--- src/sv/euler_to_quaternion_defines.svh ---
// Assertion macros for the Euler-to-quaternion block.
// Used by euler_to_quaternion.sv; expects clk and arst_n in scope.
`ifndef EULER_TO_QUATERNION_DEFINES_SVH
`define EULER_TO_QUATERNION_DEFINES_SVH

// overlapping implication, disabled in reset
`define E2Q_ASSERT_IMP(lbl, ante, cons) \
	lbl: assert property (@(posedge clk) disable iff (!arst_n) (ante) |-> (cons)) \
		else $error("e2q assertion failed");

// next-cycle implication, disabled in reset
`define E2Q_ASSERT_NXT(lbl, ante, cons) \
	lbl: assert property (@(posedge clk) disable iff (!arst_n) (ante) |=> (cons)) \
		else $error("e2q assertion failed");

`endif

--- src/sv/e2q_pkg.sv ---
// Shared types and constants for the Euler-to-quaternion pipeline.
// No dependencies.
`timescale 1ns / 1ps

package e2q_pkg;

	localparam int OUT_WIDTH_DEF = 16;
	localparam int STAGES_DEF    = 16;

	localparam int ANG_W = 16;  // input angle width
	localparam int CW    = 32;  // CORDIC datapath width, Q30

	// half-angle reduction bounds, 1/256 degree units
	localparam logic signed [16:0] HALF_RIGHT = 17'sd23040;
	localparam logic signed [16:0] HALF_TURN  = 17'sd46080;

	// radians per unit, Q46
	localparam logic signed [33:0] RAD_K = 34'sd4797524517;

	// inverse CORDIC gain, Q30
	localparam logic signed [CW-1:0] GAIN_INV = 32'sd652032874;

	localparam logic signed [CW-1:0] ATAN_Q30 [32] = '{
		32'sd843314857, 32'sd497837829, 32'sd263043837, 32'sd133525159,
		32'sd67021687,  32'sd33543516,  32'sd16775851,  32'sd8388437,
		32'sd4194283,   32'sd2097149,   32'sd1048576,   32'sd524288,
		32'sd262144,    32'sd131072,    32'sd65536,     32'sd32768,
		32'sd16384,     32'sd8192,      32'sd4096,      32'sd2048,
		32'sd1024,      32'sd512,       32'sd256,       32'sd128,
		32'sd64,        32'sd32,        32'sd16,        32'sd8,
		32'sd4,         32'sd2,         32'sd1,         32'sd0
	};

	// one rotator word: vector, residual angle, sign fix for the reduction
	typedef struct packed {
		logic signed [CW-1:0] x;
		logic signed [CW-1:0] y;
		logic signed [CW-1:0] z;
		logic                 flip;
	} rot_t;

endpackage

--- src/sv/e2q_cordic_cell.sv ---
// One CORDIC rotation cell: a single micro-rotation, registered.
// Depends on e2q_pkg.
`timescale 1ns / 1ps

module e2q_cordic_cell
	import e2q_pkg::*;
#(
	parameter int IDX = 0
) (
	input  logic clk,
	input  rot_t d,
	output rot_t q
);

	localparam logic signed [CW-1:0] ANG = ATAN_Q30[IDX % 32];

	logic signed [CW-1:0] xs;
	logic signed [CW-1:0] ys;
	rot_t                 nxt;

	always_comb begin
		xs = d.x >>> (IDX % 64);
		ys = d.y >>> (IDX % 64);
		nxt.flip = d.flip;
		if (!d.z[CW-1]) begin
			nxt.x = d.x - ys;
			nxt.y = d.y + xs;
			nxt.z = d.z - ANG;
		end else begin
			nxt.x = d.x + ys;
			nxt.y = d.y - xs;
			nxt.z = d.z + ANG;
		end
	end

	always_ff @(posedge clk) begin
		q <= nxt;
	end

endmodule

--- config.mk ---
export PLATFORM = sky130hd
export DESIGN_NAME = e2q_cordic_cell
export DESIGN_NICKNAME = d
export VERILOG_FILES = /design/src/sv/euler_to_quaternion_defines.svh /design/src/sv/e2q_pkg.sv /design/src/sv/e2q_cordic_cell.sv
export SDC_FILE = /design/constraint.sdc
export NUM_CORES = 1
export LEC_CHECK = 0
export BUFFER_PORTS_ARGS = -buffer_cell sky130_fd_sc_hd__buf_2
export CORE_ASPECT_RATIO = 0.8
export CORE_MARGIN = 2
export CORE_UTILIZATION = 60
export DETAILED_ROUTE_END_ITERATION = 16
export MAX_ROUTING_LAYER = met4
export PLACE_DENSITY = 0.94
export SLEW_MARGIN = 15
export SYNTH_ARGS = -nofsm -noshare
export SYNTH_HDL_FRONTEND = slang
export SYNTH_SLANG_ARGS = --single-unit
export TNS_END_PERCENT = 10
--- constraint.sdc ---
create_clock -name clk -period 6.5 [get_ports clk]
set_clock_uncertainty 0.05 [all_clocks]
set_input_delay 1.3 -clock clk [delete_from_list [all_inputs] [get_ports clk]]
set_output_delay 1.3 -clock clk [all_outputs]
set_load 0.05 [all_outputs]
# Word-level counts from Yosys, hierarchy flattened
# Index checks and enable logic that the tools add are counted.
classes:
  n_addsub: 5
  muxes: 1
op_table:
  columns: ["op", "n"]
  rows:
  - ["96-bit two-way mux", 1]
  - ["32-bit subtractor", 2]
  - ["32-bit by 31-bit adder with 32-bit output (second input constant)", 1]
  - ["32-bit adder", 1]
  - ["32-bit by 31-bit subtractor with 32-bit output (second input constant)", 1]
word_totals:
  reg_bits: 97
  in_bits: 98
  out_inout_bits: 97
  wordCells: 10

# Depth between registers and ports, before layout
logic_depth:
  ltp_word: 2
  mapped_depth: 15
  mapped_depth_nobuf: 13

# Worst setup path before layout
# No wires, ideal clock.
synth_path:
  path_kind: "in2reg"
  from: "in d[32] (netlist bit)"
  to: "reg q[32] (netlist bit)"
  setup_time_ps: 120
  arrival_time_ps: 4050
  required_time_ps: 6330
  path_slack_ps: 2281
  path_stages: 14
  n_path_buf: 2
  cell_sequence: "clkbuf_1 -> inv_1 -> buf_2 -> ha_1 -> a21o_1 -> nand4_1 -> a211o_1 -> a31oi_2 -> a41o_1 -> a21o_1 -> a21o_1 -> nand3_1 -> a211o_1 -> o31a_1"
synth_rtl:
  columns: ["element", "line", "source"]
  rows:
  - ["from (decl)", "e2q_cordic_cell.sv:11", "input rot_t d,"]
  - ["to (signal assigned)", "e2q_cordic_cell.sv:37", "q <= nxt;"]
  - ["to (decl)", "e2q_cordic_cell.sv:12", "output rot_t q"]

==> results.sh <==
export IMPL_status="complete, no violations"
export IMPL_nFillCells=1127
export IMPL_overflow=0
export IMPL_clock_path_buffers=2
export IMPL_total_power_mw=2.66
export IMPL_clk_pin_slew_worst_paths_ns=0.07
export IMPL_synthTopCellsByArea="dfxtp_1 (23%), ha_1 (18%), a21oi_1 (8.3%), xnor2_1 (8.1%), inv_1 (4.4%)"
export IMPL_p_leak_nw=4.81
export IMPL_synthFlopType="dfxtp_1"
export IMPL_vias_per_cell=6.07
export IMPL_wl_um=25000
export IMPL_tns_ns=0
export IMPL_top_regs="q x96"
export IMPL_antenna_found_initial=1
export IMPL_grt_max_degree=76
export IMPL_final_cell_count_no_fill=1427
export IMPL_dp_hpwl_um=19700
export IMPL_hold_path_class="input port to flip-flop"
export IMPL_die_width_um=137
export IMPL_rows=38
export IMPL_area_delta_synth_final_pct=15.5
export IMPL_yosysWarnings=0
export IMPL_slew_headroom=0.492
export IMPL_fmax_mhz=233
export IMPL_synthArstFlopShare=0
export IMPL_grt_pass1_wl_um=38800
export IMPL_synth_nets=1306
export IMPL_rsz0062_at_grt="no"
export IMPL_cts_resized_gates=0
export IMPL_crit_slowest_cell="o21ai_0"
export IMPL_ctsHoldBuffers=0
export IMPL_place_area_um2=9490
export IMPL_tightestPinTransition_ns=0.762
export IMPL_critPathArrivalTime_ns=4.48
export IMPL_path_max_fanout=5
export IMPL_setup_viol=0
export IMPL_grt_usage=0.335
export IMPL_final_period_utilization=0.660
export IMPL_vdd_drop_max_v=0.000219
export IMPL_power_density_nw_per_um2=272
export IMPL_placedCellCount=1411
export IMPL_critPathMostFrequentCell="a21oi_1"
export IMPL_seq_area_frac_synth=0.227
export IMPL_synthTopCellsByCount="a21oi_1 (140), ha_1 (124), inv_1 (99)"
export IMPL_clock_sinks=96
export IMPL_core_um2=13700
export IMPL_drc=0
export IMPL_cts_buffers=9
export IMPL_post_synth_cell_area_avg_um2=7.84
export IMPL_yosysMostFrequentCell="a21oi_1"
export IMPL_synth_top_area_frac=0.227
export IMPL_slew_viol_final=0
export IMPL_synth_area_um2=8470
export IMPL_critPathKind="input port to flip-flop"
export IMPL_final_design_area_no_fill_um2=9780
export IMPL_crit_chain="buf_2, ha_1, fa_1, nor2b_1, o21ai_0, a211oi_1, o31ai_1, a31oi_2, a21oi_1, o41a_1, a21oi_1, xnor2_1"
export IMPL_grt_pass1_vias=7939
export IMPL_max_stage_delay_ns=0.47
export IMPL_worstSetupEndpointType="flip-flop"
export IMPL_final_antenna_net_count=0
export IMPL_num_vias=8660
export IMPL_post_cts_buffers=0
export IMPL_start_kind="input port"
export IMPL_die_area_um2=15100
export IMPL_worstPathRequired_ns=6.68
export IMPL_drive_gt1_frac=0.186
export IMPL_numPortBuffers=194
export IMPL_initial_core_util=0.618
export IMPL_finalHoldViolCount=0
export IMPL_die_height_um=110
export IMPL_ys_types=72
export IMPL_syn_inst=1080
export IMPL_tritoncts="done"
export IMPL_yosysTopAreaCell="dfxtp_1"
export IMPL_top_register="q"
export IMPL_synth_edf_count=0
export IMPL_fin_crit_ns=4.29
export IMPL_io_pins=195
export IMPL_cts_root_buffer="clkbuf_16"
export IMPL_final_net_count=1468
export IMPL_synth_seq_cells=96
export IMPL_max_cap_violations=0
export IMPL_cts_htree_levels=3
export IMPL_largest_register_ffs=96
export IMPL_gp_congestion=1.02
export IMPL_first_pass_iters=7
export IMPL_drt_iter0_drc=748
export IMPL_wl_per_cell_um=17.5
==> path summary, 6_finish.rpt <==
kind              endpoint  start  cells past startpoint
setup / recovery     q[91]  d[33]                     12
hold / removal        q[0]   d[0]                      1
==> worst max-delay path: cells and delay by family <==
kind	cells	cell delay (ns)
compound gates	7	2.07
fa+ha+maj	2	0.64
xor+xnor	1	0.17
simple gates	1	0.16
buf+inv	1	0.13
==> area by class of cell <==
cell class                      instances  area [um2]  area share
Antenna cell                            1        2.50    0.000256
Tap cell                              180         225      0.0230
Inverter                              101         379      0.0388
Timing Repair Buffer                  196         988       0.101
Multi-Input combinational cell        838        5970       0.610
Clock inverter                          4        52.6     0.00537
Clock buffer                           11         243      0.0248
Sequential cell                        96        1920       0.196
==> routing by layer <==
layer,part of all wire,global-route usage,vias up
li1,-,-,4101
met4,0.027,0.105,0
met5,0,-,-
met2,0.45,0.541,530
met3,0.099,0.0622,69
met1,0.42,0.428,3960
==> report_power, final <==
group | switching [mW] | internal (mW) | total [mW]
registers | 0.0419 | 0.726 | 0.767
logic | 0.963 | 0.374 | 1.34
clock network | 0.243 | 0.309 | 0.552
total | 1.25 | 1.41 | 2.66
==> cell families after synthesis <==
logic type,Yosys count,share of synthesized area
buf+inv,146,0.0678
mux,9,0.0106
flops,96,0.227
compound gates,361,0.270
fa+ha+maj,128,0.193
simple gates,250,0.139
xor+xnor,90,0.0931
==> cell usage in the layout, fill, tap and decap left out, drive strengths merged, types with 9 or more instances in the layout <==
master | netlist | layout
nand2b | 11 | 11
mux2i | 9 | 9
a21o | 32 | 32
nand4 | 15 | 15
o211ai | 10 | 10
nor3 | 15 | 15
ha | 124 | 124
inv | 100 | 102
nand2 | 58 | 58
xor2 | 12 | 12
xnor2 | 78 | 78
o21bai | 12 | 12
nand3 | 22 | 22
a31oi | 11 | 11
nor2 | 89 | 89
nor2b | 18 | 18
buf | 19 | 196
dfxtp | 96 | 96
a21oi | 140 | 140
o21ai | 75 | 75
clkbuf | 26 | 11
==> per-stage QoR <==
stage | util | setup slack, ns | hold WS, ns
finish | 0.714 | 2.21 | 0.989
global route | 0.714 | 1.99 | 0.989
CTS | 0.714 | 2.26 | 0.982
detailed placement | 0.693 | 1.88 | 1.36
global placement | 0.693 | 2.02 | 1.35
floorplan | - | 2.28 | 1.28
(Power assumes the default switching activity.)
